--- config.mk ---
export PLATFORM = sky130hd
export DESIGN_NAME = audio_module_command_framer_unit_flat
export DESIGN_NICKNAME = d
export VERILOG_FILES = /design/src/hdl/afcf_pkg.sv /design/src/hdl/afcf_if.sv /design/src/hdl/audio_module_command_framer_unit.sv /design/src/hdl/afcf_front.sv /design/src/hdl/afcf_queue.sv /design/src/hdl/afcf_back.sv /design/src/flat_wrapper.sv
export SDC_FILE = /design/constraint.sdc
export NUM_CORES = 1
export LEC_CHECK = 0
export BUFFER_PORTS_ARGS = -buffer_cell sky130_fd_sc_hd__buf_2
export CAP_MARGIN = 15
export CORE_MARGIN = 2
export CORE_UTILIZATION = 46
export CTS_BUF_LIST = sky130_fd_sc_hd__clkbuf_8
export DETAILED_ROUTE_END_ITERATION = 16
export PLACE_DENSITY_LB_ADDON = 0.3
export SLEW_MARGIN = 20
export SYNTH_ARGS = -nofsm -noshare
export SYNTH_HDL_FRONTEND = slang
export SYNTH_HIERARCHICAL = 1
export SYNTH_SLANG_ARGS = --single-unit
export TNS_END_PERCENT = 100
--- constraint.sdc ---
create_clock -name i_clk -period 5.3 [get_ports i_clk]
set_input_delay 0.795 -clock i_clk [delete_from_list [all_inputs] [get_ports i_clk]]
set_output_delay 0.795 -clock i_clk [all_outputs]
set_load 0.02 [all_outputs]
--- src/hdl/afcf_pkg.sv ---
// shared types and constants for the audio module command framer
package afcf_pkg;

    // input command codes
    localparam logic [1:0] CMD_TICK  = 2'd0;
    localparam logic [1:0] CMD_START = 2'd1;
    localparam logic [1:0] CMD_PLAY  = 2'd2;

    // configuration register indexes
    localparam int CFG_IDX_W = 1;
    localparam int CFG_DATA_W = 16;
    localparam logic [CFG_IDX_W-1:0] REG_BOOT_WAIT = 1'd0;
    localparam logic [CFG_IDX_W-1:0] REG_INIT_VOL  = 1'd1;

    localparam logic [15:0] BOOT_WAIT_RST = 16'd1500;
    localparam logic [4:0]  INIT_VOL_RST  = 5'd20;

    // frame bytes and opcodes
    localparam logic [7:0] FR_START = 8'h7E;
    localparam logic [7:0] FR_VER   = 8'hFF;
    localparam logic [7:0] FR_LEN   = 8'h06;
    localparam logic [7:0] FR_END   = 8'hEF;
    localparam logic [7:0] OP_VOL   = 8'h06;
    localparam logic [7:0] OP_STOP  = 8'h16;
    localparam logic [7:0] OP_PLAY  = 8'h03;

    localparam logic [15:0] TRACK_MAX = 16'd64;
    localparam logic [15:0] PAUSE_MS  = 16'd20;
    localparam logic [15:0] STEP_MS   = 16'd120;

    localparam logic [3:0] FRAME_LAST_IDX = 4'd9;

    localparam int NUM_PLAYERS_DEF = 8;
    localparam int JOB_Q_DEPTH_DEF = 4;

    // one unit of work for the back end: a play frame or a volume+stop pair
    typedef struct packed {
        logic       pair;
        logic [3:0] player;
        logic [7:0] param;
        logic       rdy;
    } t_job;

endpackage

--- src/hdl/afcf_if.sv ---
// channel interfaces: command words, frame byte words and register writes
interface afcf_cmd_if;
    logic        valid;
    logic        ready;
    logic [1:0]  cmd;
    logic [3:0]  player;
    logic [15:0] track;
    modport source (output valid, cmd, player, track, input ready);
    modport sink (input valid, cmd, player, track, output ready);
endinterface

interface afcf_byte_if;
    logic       valid;
    logic       ready;
    logic [7:0] frame_byte;
    logic [3:0] dest_player;
    logic       last_byte;
    logic       all_ready;
    modport source (output valid, frame_byte, dest_player, last_byte, all_ready, input ready);
    modport sink (input valid, frame_byte, dest_player, last_byte, all_ready, output ready);
endinterface

interface afcf_cfg_if;
    logic                            valid;
    logic                            ready;
    logic [afcf_pkg::CFG_IDX_W-1:0]  index;
    logic [afcf_pkg::CFG_DATA_W-1:0] data;
    modport source (output valid, index, data, input ready);
    modport sink (input valid, index, data, output ready);
endinterface

--- src/hdl/audio_module_command_framer_unit.sv ---
// top level of the audio module command framer
//
//  port     dir  word                                  handshake
//  i_cmd    in   cmd, player, track                    valid/ready
//  i_cfg    in   index, data (0 boot_wait_ms, 1 vol)   valid/ready, always ready
//  o_res    out  frame_byte, dest_player, last_byte,   valid/ready
//                all_ready
//
//  a command word is decoded combinationally; frame jobs go into a 4-entry queue
//  the back end sends one byte per cycle while o_res is not stalled: 10 bytes for play, 20 for an init step
//  i_cmd stalls only while the job queue is full; o_res stalls the back end, which can fill the queue
//  first byte passes the queue, the back-end job register and the output register
//  synchronous active-low reset clears sequencer, queue and output valid
module audio_module_command_framer_unit #(
    parameter int NUM_PLAYERS = afcf_pkg::NUM_PLAYERS_DEF,
    parameter int JOB_Q_DEPTH = afcf_pkg::JOB_Q_DEPTH_DEF
) (
    input  logic       i_clk,
    input  logic       i_rst_n,
    afcf_cmd_if.sink   i_cmd,
    afcf_cfg_if.sink   i_cfg,
    afcf_byte_if.source o_res
);

    logic           q_full, q_push, q_pop, q_valid;
    afcf_pkg::t_job front_job, q_job;

    afcf_front #(
        .NUM_PLAYERS(NUM_PLAYERS)
    ) u_front (
        .i_clk       (i_clk),
        .i_rst_n     (i_rst_n),
        .i_valid     (i_cmd.valid),
        .o_ready     (i_cmd.ready),
        .i_cmd       (i_cmd.cmd),
        .i_player    (i_cmd.player),
        .i_track     (i_cmd.track),
        .i_cfg_valid (i_cfg.valid),
        .o_cfg_ready (i_cfg.ready),
        .i_cfg_index (i_cfg.index),
        .i_cfg_data  (i_cfg.data),
        .i_q_full    (q_full),
        .o_push      (q_push),
        .o_job       (front_job)
    );

    afcf_queue #(
        .DEPTH(JOB_Q_DEPTH)
    ) u_queue (
        .i_clk   (i_clk),
        .i_rst_n (i_rst_n),
        .i_push  (q_push),
        .i_job   (front_job),
        .o_full  (q_full),
        .i_pop   (q_pop),
        .o_valid (q_valid),
        .o_job   (q_job)
    );

    afcf_back u_back (
        .i_clk         (i_clk),
        .i_rst_n       (i_rst_n),
        .i_q_valid     (q_valid),
        .i_q_job       (q_job),
        .o_pop         (q_pop),
        .o_valid       (o_res.valid),
        .i_ready       (o_res.ready),
        .o_frame_byte  (o_res.frame_byte),
        .o_dest_player (o_res.dest_player),
        .o_last_byte   (o_res.last_byte),
        .o_all_ready   (o_res.all_ready)
    );

endmodule

--- src/hdl/afcf_front.sv ---
// front end: config registers, init sequencer state, command decode into jobs
module afcf_front #(
    parameter int NUM_PLAYERS = afcf_pkg::NUM_PLAYERS_DEF
) (
    input  logic                            i_clk,
    input  logic                            i_rst_n,
    input  logic                            i_valid,
    output logic                            o_ready,
    input  logic [1:0]                      i_cmd,
    input  logic [3:0]                      i_player,
    input  logic [15:0]                     i_track,
    input  logic                            i_cfg_valid,
    output logic                            o_cfg_ready,
    input  logic [afcf_pkg::CFG_IDX_W-1:0]  i_cfg_index,
    input  logic [afcf_pkg::CFG_DATA_W-1:0] i_cfg_data,
    input  logic                            i_q_full,
    output logic                            o_push,
    output afcf_pkg::t_job                  o_job
);

    logic [15:0] r_boot_wait;
    logic [4:0]  r_init_vol;
    logic        r_started, n_started;
    logic        r_rdy, n_rdy;
    logic [3:0]  r_stage, n_stage;
    logic [15:0] r_wait, n_wait;

    logic        accept;
    logic [15:0] wait_dec;
    logic [7:0]  track_clamped;

    assign o_ready     = !i_q_full;
    assign o_cfg_ready = 1'b1;
    assign accept      = i_valid && o_ready;
    assign wait_dec    = (r_wait != 16'd0) ? (r_wait - 16'd1) : 16'd0;

    always_comb begin
        if (i_track == 16'd0) begin
            track_clamped = 8'd1;
        end else if (i_track > afcf_pkg::TRACK_MAX) begin
            track_clamped = afcf_pkg::TRACK_MAX[7:0];
        end else begin
            track_clamped = i_track[7:0];
        end
    end

    always_comb begin
        n_started = r_started;
        n_rdy     = r_rdy;
        n_stage   = r_stage;
        n_wait    = r_wait;
        o_push    = 1'b0;
        o_job     = '{pair: 1'b0, player: i_player, param: track_clamped, rdy: r_rdy};
        if (accept) begin
            unique case (i_cmd)
                afcf_pkg::CMD_START: begin
                    n_started = 1'b1;
                    n_rdy     = 1'b0;
                    n_stage   = 4'd0;
                    n_wait    = r_boot_wait;
                end
                afcf_pkg::CMD_PLAY: begin
                    o_push = r_started && (32'(i_player) < NUM_PLAYERS);
                end
                afcf_pkg::CMD_TICK: begin
                    if (r_started && !r_rdy) begin
                        n_wait = wait_dec;
                        if (wait_dec == 16'd0) begin
                            if (r_stage == 4'd0) begin
                                n_stage = 4'd1;
                                n_wait  = afcf_pkg::PAUSE_MS;
                            end else if (32'(r_stage) - 32'd1 < NUM_PLAYERS) begin
                                o_push  = 1'b1;
                                o_job   = '{pair: 1'b1, player: r_stage - 4'd1,
                                            param: {3'd0, r_init_vol}, rdy: r_rdy};
                                n_stage = r_stage + 4'd1;
                                n_wait  = afcf_pkg::STEP_MS;
                            end else begin
                                n_rdy = 1'b1;
                            end
                        end
                    end
                end
                default: begin
                end
            endcase
        end
    end

    always_ff @(posedge i_clk) begin
        if (!i_rst_n) begin
            r_boot_wait <= afcf_pkg::BOOT_WAIT_RST;
            r_init_vol  <= afcf_pkg::INIT_VOL_RST;
            r_started   <= 1'b0;
            r_rdy       <= 1'b0;
            r_stage     <= 4'd0;
            r_wait      <= 16'd0;
        end else begin
            r_started <= n_started;
            r_rdy     <= n_rdy;
            r_stage   <= n_stage;
            r_wait    <= n_wait;
            if (i_cfg_valid) begin
                unique case (i_cfg_index)
                    afcf_pkg::REG_BOOT_WAIT: r_boot_wait <= i_cfg_data;
                    afcf_pkg::REG_INIT_VOL:  r_init_vol  <= i_cfg_data[4:0];
                    default: begin
                    end
                endcase
            end
        end
    end

endmodule

--- src/hdl/afcf_queue.sv ---
// small job queue between front and back end
module afcf_queue #(
    parameter int DEPTH = afcf_pkg::JOB_Q_DEPTH_DEF
) (
    input  logic           i_clk,
    input  logic           i_rst_n,
    input  logic           i_push,
    input  afcf_pkg::t_job i_job,
    output logic           o_full,
    input  logic           i_pop,
    output logic           o_valid,
    output afcf_pkg::t_job o_job
);

    localparam int PW = (DEPTH > 1) ? $clog2(DEPTH) : 1;
    localparam int CW = $clog2(DEPTH + 1);

    afcf_pkg::t_job r_mem [DEPTH];
    logic [PW-1:0]  r_wr_ptr, r_rd_ptr;
    logic [CW-1:0]  r_count;
    logic           do_push, do_pop;

    assign o_full  = (r_count == CW'(DEPTH));
    assign o_valid = (r_count != '0);
    assign o_job   = r_mem[r_rd_ptr];
    assign do_push = i_push && !o_full;
    assign do_pop  = i_pop && o_valid;

    function automatic logic [PW-1:0] ptr_inc(input logic [PW-1:0] p);
        return (p == PW'(DEPTH - 1)) ? '0 : p + PW'(1);
    endfunction

    always_ff @(posedge i_clk) begin
        if (do_push) begin
            r_mem[r_wr_ptr] <= i_job;
        end
    end

    always_ff @(posedge i_clk) begin
        if (!i_rst_n) begin
            r_wr_ptr <= '0;
            r_rd_ptr <= '0;
            r_count  <= '0;
        end else begin
            if (do_push) begin
                r_wr_ptr <= ptr_inc(r_wr_ptr);
            end
            if (do_pop) begin
                r_rd_ptr <= ptr_inc(r_rd_ptr);
            end
            case ({do_push, do_pop})
                2'b10:   r_count <= r_count + CW'(1);
                2'b01:   r_count <= r_count - CW'(1);
                default: r_count <= r_count;
            endcase
        end
    end

endmodule

--- src/hdl/afcf_back.sv ---
// back end: serializes jobs into frame bytes through an output register
module afcf_back (
    input  logic           i_clk,
    input  logic           i_rst_n,
    input  logic           i_q_valid,
    input  afcf_pkg::t_job i_q_job,
    output logic           o_pop,
    output logic           o_valid,
    input  logic           i_ready,
    output logic [7:0]     o_frame_byte,
    output logic [3:0]     o_dest_player,
    output logic           o_last_byte,
    output logic           o_all_ready
);

    afcf_pkg::t_job r_job;
    logic           r_busy;
    logic           r_second;
    logic [3:0]     r_idx;
    logic           r_ov;

    logic           out_load, emit, frame_end, job_end;
    logic [7:0]     op, lo, cur_byte;
    logic [15:0]    sum, chk;

    assign out_load  = !r_ov || i_ready;
    assign emit      = r_busy && out_load;
    assign frame_end = (r_idx == afcf_pkg::FRAME_LAST_IDX);
    assign job_end   = frame_end && (!r_job.pair || r_second);
    assign o_pop     = i_q_valid && (!r_busy || (emit && job_end));
    assign o_valid   = r_ov;

    always_comb begin
        if (!r_job.pair) begin
            op = afcf_pkg::OP_PLAY;
            lo = r_job.param;
        end else if (r_second) begin
            op = afcf_pkg::OP_STOP;
            lo = 8'd0;
        end else begin
            op = afcf_pkg::OP_VOL;
            lo = r_job.param;
        end
        // high parameter byte is always zero here
        sum = 16'(afcf_pkg::FR_VER) + 16'(afcf_pkg::FR_LEN) + 16'(op) + 16'(lo);
        chk = 16'd0 - sum;
        case (r_idx)
            4'd0:    cur_byte = afcf_pkg::FR_START;
            4'd1:    cur_byte = afcf_pkg::FR_VER;
            4'd2:    cur_byte = afcf_pkg::FR_LEN;
            4'd3:    cur_byte = op;
            4'd6:    cur_byte = lo;
            4'd7:    cur_byte = chk[15:8];
            4'd8:    cur_byte = chk[7:0];
            4'd9:    cur_byte = afcf_pkg::FR_END;
            default: cur_byte = 8'd0;
        endcase
    end

    always_ff @(posedge i_clk) begin
        if (emit) begin
            o_frame_byte  <= cur_byte;
            o_dest_player <= r_job.player;
            o_last_byte   <= job_end;
            o_all_ready   <= r_job.rdy;
        end
        if (o_pop) begin
            r_job <= i_q_job;
        end
    end

    always_ff @(posedge i_clk) begin
        if (!i_rst_n) begin
            r_busy   <= 1'b0;
            r_second <= 1'b0;
            r_idx    <= 4'd0;
            r_ov     <= 1'b0;
        end else begin
            if (emit) begin
                r_ov <= 1'b1;
            end else if (out_load) begin
                r_ov <= 1'b0;
            end
            if (emit) begin
                if (frame_end) begin
                    r_idx <= 4'd0;
                    if (job_end) begin
                        r_second <= 1'b0;
                        r_busy   <= o_pop;
                    end else begin
                        r_second <= 1'b1;
                    end
                end else begin
                    r_idx <= r_idx + 4'd1;
                end
            end else if (o_pop) begin
                r_busy <= 1'b1;
            end
        end
    end

endmodule

--- src/flat_wrapper.sv ---
// flat-port wrapper written by rule: the top's interface ports become plain ports
module audio_module_command_framer_unit_flat 
#(
    parameter int NUM_PLAYERS = afcf_pkg::NUM_PLAYERS_DEF,
    parameter int JOB_Q_DEPTH = afcf_pkg::JOB_Q_DEPTH_DEF
)
  (i_clk, i_rst_n, i_cmd_valid, i_cmd_cmd, i_cmd_player, i_cmd_track, i_cmd_ready, i_cfg_valid, i_cfg_index, i_cfg_data, i_cfg_ready, o_res_valid, o_res_frame_byte, o_res_dest_player, o_res_last_byte, o_res_all_ready, o_res_ready);
  afcf_cmd_if i_cmd_i ();
  afcf_cfg_if i_cfg_i ();
  afcf_byte_if o_res_i ();
  input  logic i_clk;
  input  logic i_rst_n;
  input wire logic [$bits(i_cmd_i.valid)-1:0] i_cmd_valid;
  input wire logic [$bits(i_cmd_i.cmd)-1:0] i_cmd_cmd;
  input wire logic [$bits(i_cmd_i.player)-1:0] i_cmd_player;
  input wire logic [$bits(i_cmd_i.track)-1:0] i_cmd_track;
  output wire logic [$bits(i_cmd_i.ready)-1:0] i_cmd_ready;
  input wire logic [$bits(i_cfg_i.valid)-1:0] i_cfg_valid;
  input wire logic [$bits(i_cfg_i.index)-1:0] i_cfg_index;
  input wire logic [$bits(i_cfg_i.data)-1:0] i_cfg_data;
  output wire logic [$bits(i_cfg_i.ready)-1:0] i_cfg_ready;
  output wire logic [$bits(o_res_i.valid)-1:0] o_res_valid;
  output wire logic [$bits(o_res_i.frame_byte)-1:0] o_res_frame_byte;
  output wire logic [$bits(o_res_i.dest_player)-1:0] o_res_dest_player;
  output wire logic [$bits(o_res_i.last_byte)-1:0] o_res_last_byte;
  output wire logic [$bits(o_res_i.all_ready)-1:0] o_res_all_ready;
  input wire logic [$bits(o_res_i.ready)-1:0] o_res_ready;
  assign i_cmd_i.valid = i_cmd_valid;
  assign i_cmd_i.cmd = i_cmd_cmd;
  assign i_cmd_i.player = i_cmd_player;
  assign i_cmd_i.track = i_cmd_track;
  assign i_cmd_ready = i_cmd_i.ready;
  assign i_cfg_i.valid = i_cfg_valid;
  assign i_cfg_i.index = i_cfg_index;
  assign i_cfg_i.data = i_cfg_data;
  assign i_cfg_ready = i_cfg_i.ready;
  assign o_res_valid = o_res_i.valid;
  assign o_res_frame_byte = o_res_i.frame_byte;
  assign o_res_dest_player = o_res_i.dest_player;
  assign o_res_last_byte = o_res_i.last_byte;
  assign o_res_all_ready = o_res_i.all_ready;
  assign o_res_i.ready = o_res_ready;
  audio_module_command_framer_unit #(.NUM_PLAYERS(NUM_PLAYERS), .JOB_Q_DEPTH(JOB_Q_DEPTH)) u_core (.i_clk(i_clk), .i_rst_n(i_rst_n), .i_cmd(i_cmd_i), .i_cfg(i_cfg_i), .o_res(o_res_i));
endmodule
==> out/qor.txt, run 1 <==
Status -> finished clean
Syn_nets -> 707
Reg area -> 0.00370 mm²
Synthesis Warnings -> 6
GRT Total Usage -> 19.0%
Total number of vias -> 5183
Reg-to-reg startpoint -> u_core/u_front/r_wait[0]
Htree depth -> 4
Hpwl dp -> 10.4 mm
WP data required -> 5.67 ns
CTS clk-pin slew, worst paths -> 0.08 ns
ANT nets after route -> 0
Layout area overhead -> 10.4%
WHS Endpoint -> u_core/u_back/o_dest_player[2]
Post_cts resized -> 0
Min cycle time layout -> 4.48 ns
PD cells -> 289 mW/mm²
Setup crit start kind -> register
Total Wirelength -> 15.1 mm
First-pass GRT wire length -> 24.4 mm
Top FF cell, synth -> edfxtp_1
Post-CTS setup buffers -> 0
Initial antenna violation count -> 0
Worst slew pin tran -> 1.05 ns
DRT iter0 DRCs -> 423
Synth top area share -> 36.2%
HP Class -> reg2reg
Leakage -> 0.00279 µW
Synth area leaders -> edfxtp_1, dfxtp_1, nand2_1, mux4_2, ha_1
Fin area -> 0.00769 mm²
ANT cells -> 0
Final Non-Filler Cells -> 885
Biggest cell delay along the critical path -> 0.54 ns
Ys async rst share -> 0%
Clock Path Buffers -> 2
Syn avg cell area -> 10.8 µm²
Grt ovf -> 0
Crit path capture type -> register
Max VDD drop -> 0.164 mV
Critical path class -> reg2reg
Critical path's most frequent cell -> inv_1
Chip height -> 127 µm
Hold Fails Final Rpt -> 0
Core region area -> 0.0146 mm²
Port Buffers -> 59
Crit-path max FO -> 11
Largest net degree at the start of global routing -> 38
Critical path data arrival time -> 4.85 ns
Post-synth EDFFs -> 84
CTS buffer count -> 17
Vias per cell -> 5.86
Worst skew pair latency -> 0.45 ns
Synth area leader -> edfxtp_1
Final Core Density -> 52.5%
Syn Std Cell Area -> 0.00696 mm²
Worst hold slack -> 0.425 ns
R2R depth -> 17
Worst reg2reg endpoint -> u_core/u_queue/r_count[2]
Seq/Total Area, Yosys -> 53.2%
Starting density of the core -> 47.5%
CTS sink cnt -> 143
Layout cells sized above 1 -> 17.3%
CTS root buf -> clkbuf_8
Crit-path cells -> inv_1 -> ha_1 -> or3b_1 -> o32a_1 -> o32ai_1 -> nand4_2 -> o2bb2a_4 -> or4_4 -> o21ai_0 -> nor2b_1 -> inv_1 -> ha_1 -> inv_1 -> fa_1 -> xor2_1 -> or3_1 -> a21boi_0
Buffer and inverter count on the worst path -> 3
WHS Path Cells -> 0
Setup-violating endpoint count in the final report -> 0
CP max stage cell -> or4_4
Num ports -> 61
Worst Skew -> 0.0132 ns
# DRC -> 0
Synth cell types -> 79
Gpl congestion -> 0.948
DP Area -> 0.00731 mm²
TritonRoute pass-1 iters -> 5
# fillers -> 1236
Maxcap violations -> 0
Final max-slew violation count -> 0
# rows -> 44
Achievable Freq -> 223 MHz
Final critical-path share of the clock period -> 84.5%
Vias in the first global route -> 4999
CTS tree -> done
Seq cells post-synth -> 143
Unrepaired setup endpoints after global routing -> false
Per-cell routed wire length -> 17.1 µm
Multi-input gate area -> 0.00294 mm²
Die area -> 0.0161 mm²
Crit path max-delay family -> simple AND/OR/NAND/NOR gates
Hold Startpoint -> u_core/u_back/r_job[11]
TNS Setup -> 0 ns
Die W -> 127 µm
Post-layout nets -> 748
R2R setup slack -> 0.82 ns
Hold buffers post-CTS -> 0
Syn Inst Count -> 647
Inst Count DP -> 853
Slew margin rel. -> 29.8%
[worst register-to-register path, delay by kind of cell (launching register included)]
family	cells	cell delay [ns]
compound gates	5	1.10
xor+xnor	1	0.08
fa+ha+maj	3	0.60
buf+inv	3	0.26
flops	1	0.35
simple gates	5	2.01
[state kept, by name, indices dropped and copies added, names as in the netlist, 3 cells and up, named ones only]
name	cells
u_core/u_back/o_dest_player	4
u_core/u_back/o_frame_byte	8
u_core/u_back/r_idx	4
u_core/u_back/r_job	14
u_core/u_front/r_boot_wait	16
u_core/u_front/r_init_vol	5
u_core/u_front/r_stage	4
u_core/u_front/r_wait	16
u_core/u_queue/r_count	3
u_core/u_queue/r_mem	56
[layer usage]
metal / track usage [%] / share of wire (%)
met5: 0 / 0
met4: 10.5 / 3.4
met3: 4.23 / 5.2
met2: 31.8 / 49
met1: 23.0 / 42
[cells in the mapped netlist, types with 3 or more instances]
cell / count
nor2_1: 34
nand4_1: 4
and2_1: 14
o211a_1: 3
edfxtp_1: 84
nor3b_1: 3
a31oi_1: 8
buf_4: 3
o32ai_1: 3
nor3_1: 11
o21a_1: 8
a21boi_0: 3
dfxtp_1: 59
o211ai_1: 5
or2_2: 3
nand3_1: 29
nand2_1: 81
a21oi_1: 32
mux4_1: 4
o21ba_2: 3
nor4_1: 13
ha_1: 15
xor2_1: 3
xnor2_1: 8
nor2b_1: 7
buf_2: 8
nand2b_1: 8
or4_1: 3
mux4_2: 10
o31ai_1: 10
a221oi_1: 3
or3_1: 6
clkbuf_1: 25
a211oi_1: 6
o21ai_0: 33
mux2i_1: 11
inv_1: 29
[final cells by class]
cell class | instances | area share, %
tap | 184 | 2.99
inverter | 29 | 1.42
timing repair buffer | 63 | 4.23
clock buffer | 17 | 3.04
clock inverter | 15 | 1.87
multi-input combinational | 434 | 38.3
sequential | 143 | 48.2
[through the flow]
stage | setup WS [ns] | power [µW]
2_1_floorplan | 1.14 | 1350
3_3_place_gp | 1.05 | 1400
3_5_place_dp | 0.878 | 1410
4_1_cts | 0.848 | 2230
5_1_grt | 0.543 | 2310
6_report | 0.819 | 2220
[power by group]
group          internal [µW]  switching [µW]
Combinational           68.7             114
Clock                    413             426
Sequential              1180            18.4
[worst max-delay path by stage]
stage / cells past startpoint / end / from / slack, ns
CTS: 17 / u_core/u_queue/r_count[2] / u_core/u_front/r_wait[0] / 0.85
floorplan: 13 / u_core/u_queue/r_count[2] / o_res_ready / 1.14
finish: 17 / u_core/u_queue/r_count[2] / u_core/u_front/r_wait[0] / 0.82
global placement: 17 / u_core/u_queue/r_count[2] / u_core/u_front/r_wait[0] / 1.05
detailed placement: 17 / u_core/u_queue/r_count[2] / u_core/u_front/r_wait[0] / 0.88
global route: 17 / u_core/u_queue/r_count[2] / u_core/u_front/r_wait[0] / 0.54
[cell usage in the layout (no fill, tap or decap), drive strengths merged, types with 4 or more instances in the layout]
cell,n
clkbuf,17
o31ai,10
a211oi,6
nor3,12
a21oi,32
inv,31
a21boi,4
dfxtp,59
nor3b,4
clkinvlp,6
a31oi,8
nor2b,7
nand4,5
mux4,14
ha,15
nand2,81
nor2,34
or4,4
o211ai,5
o21a,8
nand2b,8
xnor2,8
nand3,29
buf,63
mux2i,11
and2,15
o21ai,34
clkinv,5
edfxtp,84
or3,6
nor4,14
a221oi,4
[logic make-up after synthesis]
family / Yosys count / synth area share, %
simple gates: 236 / 17.3
xor+xnor: 11 / 1.38
flops: 143 / 53.2
mux: 27 / 6.70
compound gates: 142 / 13.8
buf+inv: 70 / 4.53
other cells: 2 / 0.108
fa+ha+maj: 16 / 2.98
Power figures use the tool's default switching activity.
==> run 2, diff against run 1 <==
==> constraint.sdc (replaced) <==
create_clock -name i_clk -period 3.69 [get_ports i_clk]
set_input_delay 0.5535 -clock i_clk [delete_from_list [all_inputs] [get_ports i_clk]]
set_output_delay 0.5535 -clock i_clk [all_outputs]
set_load 0.02 [all_outputs]
==> run 2 against run 1 <==
Against the previous run:
- power increased by 49%
- sequential share of layout area decreased by 2.2 points
- first-iteration DRC count decreased by 3.5%
- via count increased by 1.1%
- die area unchanged
- cell count increased by 3.1%
- count of clock-buffer cells in the layout unchanged
- global-route usage increased by 0.40 points
- setup slack got worse by 0.67 ns
- highest routed layer unchanged
- routed wire length increased by 1.6%
- hold slack got worse by 0.10 ns
==> out/qor.txt, run 2 (same netlist as run 1, synthesis figures left out) <==
Largest net degree at the start of global routing -> 37
Num ports -> 61
Top flop regs -> u_core/u_queue/r_mem: 56 flops, u_core/u_front/r_boot_wait: 16 flops, u_core/u_front/r_wait: 16 flops
Worst skew pair latency -> 0.45 ns
Fin area -> 0.00807 mm²
CTS clk-pin slew, worst paths -> 0.08 ns
PD cells -> 411 mW/mm²
Critical path class -> reg2reg
Hold Startpoint -> i_cfg_data[10]
Hold Fails Final Rpt -> 0
Core region area -> 0.0146 mm²
GRT Total Usage -> 19.4%
Final Core Density -> 55.1%
Clock Path Buffers -> 2
Die area -> 0.0161 mm²
CTS tree -> done
Hpwl dp -> 10.7 mm
# rows -> 44
Worst slew pin tran -> 0.959 ns
Final max-slew violation count -> 0
DP Area -> 0.00757 mm²
Grt ovf -> 0
DRT iter0 DRCs -> 408
Maxcap violations -> 0
Setup-violating endpoint count in the final report -> 0
Vias per cell -> 5.75
Total number of vias -> 5242
Vias in the first global route -> 5160
Min cycle time layout -> 3.54 ns
Setup crit start kind -> register
Leakage -> 0.00298 µW
Status -> finished clean
Unrepaired setup endpoints after global routing -> true
Chip height -> 127 µm
Reg-to-reg startpoint -> u_core/u_front/r_wait[0]
Gpl congestion -> 0.869
ANT nets after route -> 0
Starting density of the core -> 47.5%
Initial antenna violation count -> 0
Commonest cells after routing, fill and taps aside -> edfxtp_1, nand2_1, buf_2
Critical path data arrival time -> 3.92 ns
Achievable Freq -> 283 MHz
Htree depth -> 4
Final critical-path share of the clock period -> 95.9%
Crit-path max FO -> 5
TritonRoute pass-1 iters -> 5
Worst Skew -> 0.00971 ns
First-pass GRT wire length -> 24.6 mm
ANT cells -> 0
Max VDD drop -> 0.277 mV
Total Wirelength -> 15.3 mm
Crit path capture type -> register
WP data required -> 4.07 ns
Largest register by flop count -> u_core/u_queue/r_mem
CTS buffer count -> 17
Per-cell routed wire length -> 16.8 µm
Slew margin rel. -> 35.9%
Post-layout nets -> 775
CTS root buf -> clkbuf_8
HP Class -> in2reg
Hold buffers post-CTS -> 0
CTS sink cnt -> 143
Port Buffers -> 59
Max reg flops -> 56
Layout area overhead -> 15.9%
Layout cells sized above 1 -> 22.5%
Setup crit start -> u_core/u_front/r_wait[0]
Commonest non-fill, non-tap cell in the layout -> edfxtp_1
Die W -> 127 µm
# DRC -> 0
==> run 2: cell types whose count changed in the layout (fill, tap and decap cells not counted), moves of 2 or more <==
cell / change
buf_4: +23
nor2b_1: -2
o21ai_0: -2
buf_12: +4
inv_6: -2
inv_2: +3
clkinv_4: +4
clkinv_2: -4
clkinvlp_4: -2
dfxtp_1: -2
ha_4: +2
ha_1: -2
==> run 2: what timing repair did <==
item	4_1_cts	5_1_grt
resized for setup	0	13
setup buffers	0	5
endpoints found under the setup margin	0	2
==> run 2: metal layers <==
metal | track usage [%] | part of all wire, %
met1 | 23.1 | 42
met2 | 33.6 | 50
met3 | 4.06 | 4.1
met4 | 9.83 | 3.3
met5 | 0 | 0
==> run 2: final cells by class <==
class,instances,area (µm²)
Inverter,29,111
Timing Repair Buffer,90,578
Multi-Input combinational cell,434,3030
Sequential cell,143,3710
Clock buffer,17,234
Tap cell,184,230
Fill cell,1271,6570
Clock inverter,15,174
==> run 2: metrics by stage <==
stage,setup TNS [ns],cells,total power (µW),worst slack [ns],hold slack (ns)
5_1_grt,-0.0281,912,3440,-0.0281,0.313
3_3_place_gp,0,875,2060,0.142,0.409
6_report,0,912,3310,0.152,0.325
2_1_floorplan,0,647,1950,0.000991,0.400
3_5_place_dp,0,875,2060,0.0704,0.413
4_1_cts,0,907,3330,0.0533,0.291
==> run 2: path summary, 6_finish.rpt <==
path,endpoint,slack (ns),depth (start not counted)
setup / recovery,u_core/u_queue/r_count[2],0.15,17
hold / removal,u_core/u_front/r_boot_wait[10],0.32,3
setup reg to reg,u_core/u_queue/r_count[2],0.15,17
hold reg to reg,u_core/u_back/o_dest_player[3],0.43,0
==> run 2: critical path, stage by stage, from the launching register on <==
cell and delay [ns]:
dfxtp_4 0.37, inv_4 0.06, ha_4 0.14, or3b_4 0.42
o32a_1 0.36, o32ai_2 0.13, nand4_2 0.15, o2bb2a_4 0.25
or4_4 0.42, o21ai_2 0.07, nor2b_4 0.16, inv_2 0.05
ha_4 0.15, inv_2 0.05, fa_2 0.19, xor2_1 0.07
or3_1 0.30, a21boi_1 0.13
==> run 2: power breakdown <==
group / switching [µW] / internal [µW]
logic: 183 / 140
registers: 25.5 / 1700
clock network: 601 / 666
